<file path="src/rtl/core/mcc_pkg.sv">
// Shared types and constants for the magnetometer correction and calibration block.
// Holds the item structs, the controller-to-datapath command struct and register codes.
// No dependencies.
package mcc_pkg;

    localparam int FRAC_BITS = 14;
    localparam int AXES      = 3;
    localparam int AXIS_W    = 2;
    localparam int DATA_W    = 16;

    // Range is at most 65535, so the sum of three ranges needs 18 bits.
    localparam int SUM_W     = 18;
    localparam int DEN_W     = 18;
    localparam int NUM_W     = SUM_W + FRAC_BITS;
    localparam int CMP_W     = DEN_W + DATA_W;
    localparam int DIV_STEPS = DATA_W;
    localparam int STEP_W    = 4;

    localparam int CFG_IDX_W = 3;
    localparam logic [CFG_IDX_W-1:0] REG_OFFSET_X = 3'd0;
    localparam logic [CFG_IDX_W-1:0] REG_OFFSET_Y = 3'd1;
    localparam logic [CFG_IDX_W-1:0] REG_OFFSET_Z = 3'd2;
    localparam logic [CFG_IDX_W-1:0] REG_GAIN_X   = 3'd3;
    localparam logic [CFG_IDX_W-1:0] REG_GAIN_Y   = 3'd4;
    localparam logic [CFG_IDX_W-1:0] REG_GAIN_Z   = 3'd5;

    localparam logic [DATA_W-1:0] GAIN_ONE  = DATA_W'(1 << FRAC_BITS);
    localparam logic [DATA_W-1:0] SCALE_MAX = {DATA_W{1'b1}};

    typedef struct packed {
        logic signed [DATA_W-1:0] raw_x;
        logic signed [DATA_W-1:0] raw_y;
        logic signed [DATA_W-1:0] raw_z;
    } in_item_t;

    typedef struct packed {
        logic signed [DATA_W-1:0] corr_x;
        logic signed [DATA_W-1:0] corr_y;
        logic signed [DATA_W-1:0] corr_z;
        logic signed [DATA_W-1:0] cal_off_x;
        logic signed [DATA_W-1:0] cal_off_y;
        logic signed [DATA_W-1:0] cal_off_z;
        logic        [DATA_W-1:0] cal_scale_x;
        logic        [DATA_W-1:0] cal_scale_y;
        logic        [DATA_W-1:0] cal_scale_z;
        logic                     range_zero;
    } out_item_t;

    typedef struct packed {
        logic              load_in;
        logic              mul;
        logic              upd;
        logic              div_load;
        logic              div_step;
        logic              div_store;
        logic              out_load;
        logic [AXIS_W-1:0] axis;
    } mcc_cmd_t;

endpackage

</file>
<file path="src/rtl/core/mcc_ctrl.sv">
// Sequencing controller for the magnetometer correction and calibration block.
// Steps the datapath through correction, tracking and serial division per axis.
// Depends on mcc_pkg.
module mcc_ctrl (
    input  logic              clk,
    input  logic              rst_n,
    input  logic              in_valid,
    output logic              in_stall,
    output logic              out_valid,
    input  logic              out_stall,
    output mcc_pkg::mcc_cmd_t cmd
);

    localparam logic [2:0] S_IDLE  = 3'd0;
    localparam logic [2:0] S_MUL   = 3'd1;
    localparam logic [2:0] S_UPD   = 3'd2;
    localparam logic [2:0] S_DLD   = 3'd3;
    localparam logic [2:0] S_DSTEP = 3'd4;
    localparam logic [2:0] S_DEND  = 3'd5;
    localparam logic [2:0] S_FIN   = 3'd6;

    logic [2:0]                   state_reg, state_next;
    logic [mcc_pkg::AXIS_W-1:0]   axis_reg, axis_next;
    logic [mcc_pkg::STEP_W-1:0]   step_reg, step_next;
    logic                         out_valid_reg, out_valid_next;
    logic                         last_axis;

    assign last_axis = (axis_reg == mcc_pkg::AXIS_W'(mcc_pkg::AXES - 1));
    assign in_stall  = (state_reg != S_IDLE);
    assign out_valid = out_valid_reg;

    always_comb
    begin
        state_next = state_reg;
        axis_next  = axis_reg;
        step_next  = step_reg;
        cmd        = '0;
        cmd.axis   = axis_reg;
        case (state_reg)
            S_IDLE:
            begin
                if (in_valid)
                begin
                    cmd.load_in = 1'b1;
                    axis_next   = '0;
                    state_next  = S_MUL;
                end
            end
            S_MUL:
            begin
                cmd.mul    = 1'b1;
                state_next = S_UPD;
            end
            S_UPD:
            begin
                cmd.upd = 1'b1;
                if (last_axis)
                begin
                    axis_next  = '0;
                    state_next = S_DLD;
                end
                else
                begin
                    axis_next  = axis_reg + 1'b1;
                    state_next = S_MUL;
                end
            end
            S_DLD:
            begin
                cmd.div_load = 1'b1;
                step_next    = '0;
                state_next   = S_DSTEP;
            end
            S_DSTEP:
            begin
                cmd.div_step = 1'b1;
                if (step_reg == mcc_pkg::STEP_W'(mcc_pkg::DIV_STEPS - 1))
                begin
                    state_next = S_DEND;
                end
                else
                begin
                    step_next = step_reg + 1'b1;
                end
            end
            S_DEND:
            begin
                cmd.div_store = 1'b1;
                if (last_axis)
                begin
                    state_next = S_FIN;
                end
                else
                begin
                    axis_next  = axis_reg + 1'b1;
                    state_next = S_DLD;
                end
            end
            S_FIN:
            begin
                // The result register must be free or emptying this cycle.
                if (!out_valid_reg || !out_stall)
                begin
                    cmd.out_load = 1'b1;
                    state_next   = S_IDLE;
                end
            end
            default:
            begin
                state_next = S_IDLE;
            end
        endcase
    end

    always_comb
    begin
        out_valid_next = out_valid_reg;
        if (cmd.out_load)
        begin
            out_valid_next = 1'b1;
        end
        else if (!out_stall)
        begin
            out_valid_next = 1'b0;
        end
    end

    always_ff @(posedge clk or negedge rst_n)
    begin
        if (!rst_n)
        begin
            state_reg     <= S_IDLE;
            axis_reg      <= '0;
            step_reg      <= '0;
            out_valid_reg <= 1'b0;
        end
        else
        begin
            state_reg     <= state_next;
            axis_reg      <= axis_next;
            step_reg      <= step_next;
            out_valid_reg <= out_valid_next;
        end
    end

endmodule

</file>
<file path="src/rtl/core/mcc_dp.sv">
// Datapath of the magnetometer correction and calibration block: configuration
// registers, shared multiplier, min/max tracking, serial divider, result register.
// Depends on mcc_pkg.
module mcc_dp (
    input  logic                               clk,
    input  logic                               rst_n,
    input  mcc_pkg::mcc_cmd_t                  cmd,
    input  mcc_pkg::in_item_t                  in_data,
    input  logic                               cfg_wr,
    input  logic [mcc_pkg::CFG_IDX_W-1:0]      cfg_index,
    input  logic [mcc_pkg::DATA_W-1:0]         cfg_data,
    output mcc_pkg::out_item_t                 out_data
);

    localparam int DW   = mcc_pkg::DATA_W;
    localparam int PW   = 2 * DW + 2;

    localparam logic signed [PW-1:0] POS_LIM = PW'(32767);
    localparam logic signed [PW-1:0] NEG_LIM = -PW'(32768);

    logic signed [DW-1:0] off_reg   [mcc_pkg::AXES];
    logic        [DW-1:0] gain_reg  [mcc_pkg::AXES];
    logic signed [DW-1:0] raw_reg   [mcc_pkg::AXES];
    logic signed [DW-1:0] corr_reg  [mcc_pkg::AXES];
    logic signed [DW-1:0] max_reg   [mcc_pkg::AXES];
    logic signed [DW-1:0] min_reg   [mcc_pkg::AXES];
    logic        [DW-1:0] scale_reg [mcc_pkg::AXES];

    logic signed [PW-1:0]            prod_reg, prod_next;
    logic signed [PW-1:0]            shifted;
    logic signed [DW-1:0]            corr_val;
    logic        [DW-1:0]            range_val [mcc_pkg::AXES];
    logic        [mcc_pkg::SUM_W-1:0] sum_val;
    logic        [mcc_pkg::DEN_W-1:0] den_val;
    logic        [mcc_pkg::NUM_W-1:0] num_val;
    logic                            ovf_val;

    logic        [mcc_pkg::DEN_W-1:0] rem_reg, rem_next;
    logic        [mcc_pkg::DEN_W-1:0] den_reg;
    logic        [DW-1:0]            num_lo_reg;
    logic        [DW-1:0]            quo_reg;
    logic                            sat_reg;
    logic        [mcc_pkg::DEN_W:0]  trial;
    logic        [mcc_pkg::DEN_W:0]  diff;
    logic                            take;

    logic signed [DW:0]              mid_sum [mcc_pkg::AXES];
    logic signed [DW-1:0]            mid_val [mcc_pkg::AXES];
    logic                            any_zero;
    mcc_pkg::out_item_t              out_reg;

    // Correction: (raw - offset) * gain, floor-shifted and saturated.
    always_comb
    begin
        prod_next = PW'(raw_reg[cmd.axis]) - PW'(off_reg[cmd.axis]);
        prod_next = prod_next * $signed(PW'(gain_reg[cmd.axis]));
    end

    assign shifted = prod_reg >>> mcc_pkg::FRAC_BITS;

    always_comb
    begin
        if (shifted > POS_LIM)
        begin
            corr_val = DW'(POS_LIM);
        end
        else if (shifted < NEG_LIM)
        begin
            corr_val = DW'(NEG_LIM);
        end
        else
        begin
            corr_val = shifted[DW-1:0];
        end
    end

    // Max is never negative and min never positive, so each range fits in DW bits.
    always_comb
    begin
        for (int i = 0; i < mcc_pkg::AXES; i++)
        begin
            range_val[i] = max_reg[i] - min_reg[i];
            mid_sum[i]   = (DW+1)'(max_reg[i]) + (DW+1)'(min_reg[i]);
            mid_val[i]   = DW'(mid_sum[i] >>> 1);
        end
        sum_val  = mcc_pkg::SUM_W'(range_val[0]) + mcc_pkg::SUM_W'(range_val[1])
                 + mcc_pkg::SUM_W'(range_val[2]);
        any_zero = (range_val[0] == '0) || (range_val[1] == '0) || (range_val[2] == '0);
        den_val  = {range_val[cmd.axis], 1'b0} + mcc_pkg::DEN_W'(range_val[cmd.axis]);
        num_val  = {sum_val, {mcc_pkg::FRAC_BITS{1'b0}}};
        // The quotient overflows 16 bits exactly when num >= den * 2^16.
        ovf_val  = ({{(mcc_pkg::CMP_W - mcc_pkg::NUM_W){1'b0}}, num_val} >= {den_val, {DW{1'b0}}});
    end

    // One restoring division step: shift in the next numerator bit, subtract if it fits.
    always_comb
    begin
        trial    = {rem_reg, num_lo_reg[DW-1]};
        diff     = trial - {1'b0, den_reg};
        take     = (trial >= {1'b0, den_reg});
        rem_next = take ? diff[mcc_pkg::DEN_W-1:0] : trial[mcc_pkg::DEN_W-1:0];
    end

    always_ff @(posedge clk or negedge rst_n)
    begin
        if (!rst_n)
        begin
            for (int i = 0; i < mcc_pkg::AXES; i++)
            begin
                off_reg[i]  <= '0;
                gain_reg[i] <= mcc_pkg::GAIN_ONE;
                max_reg[i]  <= '0;
                min_reg[i]  <= '0;
            end
        end
        else
        begin
            if (cfg_wr)
            begin
                case (cfg_index)
                    mcc_pkg::REG_OFFSET_X: off_reg[0]  <= cfg_data;
                    mcc_pkg::REG_OFFSET_Y: off_reg[1]  <= cfg_data;
                    mcc_pkg::REG_OFFSET_Z: off_reg[2]  <= cfg_data;
                    mcc_pkg::REG_GAIN_X:   gain_reg[0] <= cfg_data;
                    mcc_pkg::REG_GAIN_Y:   gain_reg[1] <= cfg_data;
                    mcc_pkg::REG_GAIN_Z:   gain_reg[2] <= cfg_data;
                    default:
                    begin
                    end
                endcase
            end
            // The minimum is only checked when the maximum did not move.
            if (cmd.upd)
            begin
                if (corr_val >= max_reg[cmd.axis])
                begin
                    max_reg[cmd.axis] <= corr_val;
                end
                else if (corr_val <= min_reg[cmd.axis])
                begin
                    min_reg[cmd.axis] <= corr_val;
                end
            end
        end
    end

    always_ff @(posedge clk)
    begin
        if (cmd.load_in)
        begin
            raw_reg[0] <= in_data.raw_x;
            raw_reg[1] <= in_data.raw_y;
            raw_reg[2] <= in_data.raw_z;
        end
        if (cmd.mul)
        begin
            prod_reg <= prod_next;
        end
        if (cmd.upd)
        begin
            corr_reg[cmd.axis] <= corr_val;
        end
        if (cmd.div_load)
        begin
            den_reg    <= den_val;
            rem_reg    <= mcc_pkg::DEN_W'(num_val[mcc_pkg::NUM_W-1:DW]);
            num_lo_reg <= num_val[DW-1:0];
            quo_reg    <= '0;
            sat_reg    <= ovf_val || (den_val == '0);
        end
        if (cmd.div_step)
        begin
            rem_reg    <= rem_next;
            num_lo_reg <= {num_lo_reg[DW-2:0], 1'b0};
            quo_reg    <= {quo_reg[DW-2:0], take};
        end
        if (cmd.div_store)
        begin
            scale_reg[cmd.axis] <= sat_reg ? mcc_pkg::SCALE_MAX : quo_reg;
        end
        if (cmd.out_load)
        begin
            out_reg.corr_x      <= corr_reg[0];
            out_reg.corr_y      <= corr_reg[1];
            out_reg.corr_z      <= corr_reg[2];
            out_reg.cal_off_x   <= mid_val[0];
            out_reg.cal_off_y   <= mid_val[1];
            out_reg.cal_off_z   <= mid_val[2];
            out_reg.cal_scale_x <= scale_reg[0];
            out_reg.cal_scale_y <= scale_reg[1];
            out_reg.cal_scale_z <= scale_reg[2];
            out_reg.range_zero  <= any_zero;
        end
    end

    assign out_data = out_reg;

endmodule

</file>
<file path="src/rtl/core/magnetometer_correct_and_calibrate.sv">
// Items are worked one at a time: in_stall stays high from acceptance until the result is
// loaded. The shared multiplier corrects each axis in turn, then the serial divider works
// through each axis (load, 16 quotient bits, store); the result load waits on a stalled output.
// An item may be accepted while the previous result still waits in the output register.
// Reset (rst_n, asynchronous, active low) clears the control state, the offsets to 0,
// the gains to 1.0 and the tracked minima and maxima to 0.
module magnetometer_correct_and_calibrate (
    input  logic                            clk,
    input  logic                            rst_n,
    input  logic                            in_valid,
    output logic                            in_stall,
    input  mcc_pkg::in_item_t               in_data,
    output logic                            out_valid,
    input  logic                            out_stall,
    output mcc_pkg::out_item_t              out_data,
    input  logic                            cfg_valid,
    output logic                            cfg_ready,
    input  logic [mcc_pkg::CFG_IDX_W-1:0]   cfg_index,
    input  logic [mcc_pkg::DATA_W-1:0]      cfg_data
);

    mcc_pkg::mcc_cmd_t cmd;

    assign cfg_ready = 1'b1;

    mcc_ctrl u_ctrl (
        .clk       (clk),
        .rst_n     (rst_n),
        .in_valid  (in_valid),
        .in_stall  (in_stall),
        .out_valid (out_valid),
        .out_stall (out_stall),
        .cmd       (cmd)
    );

    mcc_dp u_dp (
        .clk       (clk),
        .rst_n     (rst_n),
        .cmd       (cmd),
        .in_data   (in_data),
        .cfg_wr    (cfg_valid && cfg_ready),
        .cfg_index (cfg_index),
        .cfg_data  (cfg_data),
        .out_data  (out_data)
    );

endmodule

</file>
<file path="config.mk">
export PLATFORM = sky130hd
export DESIGN_NAME = magnetometer_correct_and_calibrate
export DESIGN_NICKNAME = d
export VERILOG_FILES = /design/src/rtl/core/mcc_pkg.sv /design/src/rtl/core/mcc_ctrl.sv /design/src/rtl/core/mcc_dp.sv /design/src/rtl/core/magnetometer_correct_and_calibrate.sv
export SDC_FILE = /design/constraint.sdc
export NUM_CORES = 2
export LEC_CHECK = 0
export BUFFER_PORTS_ARGS = -buffer_cell sky130_fd_sc_hd__buf_2
export CORE_MARGIN = 3
export CORE_UTILIZATION = 40
export DETAILED_ROUTE_END_ITERATION = 8
export PLACE_DENSITY = 0.67
export SLEW_MARGIN = 10
export SYNTH_ARGS = -nofsm -noshare
export SYNTH_HDL_FRONTEND = slang
export SYNTH_HIERARCHICAL = 1
export SYNTH_SLANG_ARGS = --single-unit
</file>
<file path="constraint.sdc">
create_clock -name clk -period 9.6 [get_ports clk]
set_clock_uncertainty 0.15 [all_clocks]
set_input_delay 1.92 -clock clk [delete_from_list [all_inputs] [get_ports clk]]
set_output_delay 1.92 -clock clk [all_outputs]
set_load 0.01 [all_outputs]
</file>
==> flow_metrics.py <==
metrics = {
    "cts": {
        "cts.path.max_buffers": 3,
        "cts.reportedPaths.clkPinSlew_ns": 0.06,
        "cts-root-buf": "clkbuf_16",
        "cts_buffers": 66,
        "cts_tree": "yes",
        "h-tree-depth": 3,
        "clk-insertion-delay-late_ns": 0.64,
        "cts_num_sinks": 566,
    },
    "outcome": {
        "outcome": "finished, final reports clean",
    },
    "timing": {
        "drv_slew": 0,
        "relSlewSlack_pct": 22.4,
        "finalSetupTns_ns": 0,
        "worst_slew_pin_slew_ns": 1.16,
        "setup_ws_ns": 0.309,
        "period_minus_slack_ns": 9.29,
        "min_period_over_period_pct": 96.8,
        "report.final.setup_viol": 0,
        "fmax_mhz": 108,
        "hold_viol": 0,
    },
    "grt": {
        "antenna_found_initial": 16,
        "grt_pass1_vias": 28300,
        "grt_pass1_wl_um": 161000,
        "overflow": 0,
        "track_usage_pct": 19.4,
        "grt_max_degree": 81,
    },
    "die": {
        "pin_count": 220,
        "rows": 116,
        "die_w_um": 325,
        "core_um2": 101000,
        "initial_core_util_pct": 40.5,
        "fp.dieArea_um2": 106000,
        "die_h_um": 325,
    },
    "cells_and_area": {
        "largest_reg_flops": 145,
        "drive_above_1_share_pct": 16.9,
        "area_growth_pct": 12.8,
        "final_nets": 4589,
        "final_area_um2": 46000,
    },
    "logic_synthesis": {
        "synth_warnings": 6,
        "synthFlopType": "edfxtp_1",
        "synth_nets": 4370,
        "synthTopCellsByArea": "edfxtp_1, fa_1, dfrtp_1, ha_1, mux2_2",
        "yosys.area.top_type_share_pct": 26.8,
        "synthArstFlopShare_pct": 35.7,
        "synth_most_common_cell": "inv_1",
        "synthDistinctLibCells": 89,
        "ys_seq_area_share_pct": 39.2,
        "synth_top_area_cell": "edfxtp_1",
        "synth_cells": 3704,
        "synth.cell_area_um2": 40800,
        "syn_avg_cell_area_um2": 11.0,
        "ys_ff_latch": 566,
        "yosys-top-cells-count": "inv_1, edfxtp_1, fa_1, ha_1, nor2_1",
        "synth_edf_count": 364,
    },
    "setup_path": {
        "slowest_delay_ns": 0.59,
        "endpoint_kind": "register",
        "crit_required_ns": 9.82,
        "cp_data_arrival_time_ns": 9.51,
        "cp_max_fo": 19,
        "startpoint_type": "register",
        "crit_top_cell": "fa_1",
        "criticalPathCategory": "register to register",
        "slowest_stage": "fa_1",
    },
    "place": {
        "dpl.hpwl_um": 78400,
        "io_buffer_count": 218,
        "place_area_um2": 43600,
        "place_congestion": 0.896,
        "pre_cts_ws_ns": 0.00799,
    },
    "job": {
        "cap_violations": 0,
    },
    "routing": {
        "wirelength_um": 103000,
        "drc": 0,
        "drt-initial-drc-count": 2181,
        "ant_nets": 0,
        "wl_per_cell_um": 19.3,
        "vias": 28100,
        "first_pass_iters": 5,
        "vias_per_cell": 5.26,
    },
    "worst_hold_path": {
        "hold_class": "register to register",
    },
}
-- cells in the final DEF, fill, tap and decap left out, types with 35 or more instances in the layout --
| cell | count |
|---|---|
| inv_1 | 496 |
| edfxtp_1 | 364 |
| ha_1 | 297 |
| fa_1 | 297 |
| nor2_1 | 270 |
| nand2_1 | 220 |
| buf_2 | 217 |
| dfrtp_1 | 197 |
| mux2_2 | 197 |
| a21oi_1 | 168 |
| xnor2_1 | 111 |
| mux2i_1 | 106 |
| clkbuf_16 | 71 |
| o21ai_0 | 65 |
| nor3_1 | 61 |
| buf_4 | 58 |
| nand3_1 | 44 |
| xor2_1 | 41 |
| nor2b_1 | 40 |
| o21a_1 | 40 |
| and2_1 | 39 |
| nand2b_1 | 37 |
| a21o_1 | 35 |
-- cells by family after synthesis --
kind of cell | share of synthesized area [%]
flops | 39.2
fa+ha+maj | 23.8
other cells | 0.00920
compound gates | 9.11
mux | 8.04
simple gates | 10.6
buf+inv | 5.88
xor+xnor | 3.35
-- through the flow --
step | hold WS, ns | std cells | utilization, %
floorplan | 0.250 | 3704 | -
global placement | 0.251 | 5207 | 43.4
detailed placement | 0.255 | 5207 | 43.4
CTS | 0.251 | 5325 | 45.6
global route | 0.261 | 5331 | 45.7
finish | 0.253 | 5339 | 45.7
-- cell type report --
cell class              instances  area, um2
diodes                          9       22.5
clock buffers                  85       1860
clock inverters                33        373
fillers                      9305      54600
inverters                     500       1880
multi-input cells            2508      22600
flip-flops and latches        566      16000
well taps                    1357       1700
repair buffers                281       1600
-- metal layers --
| metal | vias to the layer above | track usage, % | share of wire (%) |
|---|---|---|---|
| li1 | 13200 | - | - |
| met1 | 13900 | 25.2 | 42 |
| met2 | 863 | 32.7 | 48 |
| met3 | 171 | 3.72 | 7.0 |
| met4 | 4 | 6.33 | 3.1 |
| met5 | - | 0 | 0.022 |
-- critical path, delay by kind of cell, from the launching register on --
kind / cells / cell delay (ns)
AOI/OAI and AO/OA: 12 / 2.88
adders and majority gates: 8 / 3.67
buffers and inverters: 6 / 0.74
DFF: 1 / 0.53
muxes: 1 / 0.11
and+or+nand+nor: 7 / 0.93
-- final timing paths --
kind | startpoint | end | slack (ns) | cells past startpoint
worst max-delay path | u_ctrl/axis_reg[0] | u_dp/prod_reg[33] | 0.31 | 34
worst min-delay path | u_dp/corr_reg[1][1] | u_dp/out_data[114] | 0.25 | 0
worst max register to register | u_ctrl/axis_reg[0] | u_dp/prod_reg[33] | 0.31 | 34
worst min register to register | u_dp/corr_reg[1][1] | u_dp/out_data[114] | 0.25 | 0
max in group asynchronous | rst_n | u_dp/gain_reg[31] | 6.80 | 2
min in group asynchronous | rst_n | u_ctrl/step_reg[0] | 1.13 | 1
-- repair_timing --
action                                  4_1_cts  5_1_grt
pin swaps                                     0        4
endpoints found under the setup margin        2        9
resized for setup                             1       15
hold buffers                                  0        0
setup buffers                                 0        5
Power is not shown: default switching activity piles up to over one toggle a cycle in this logic, so the estimate is an artifact.
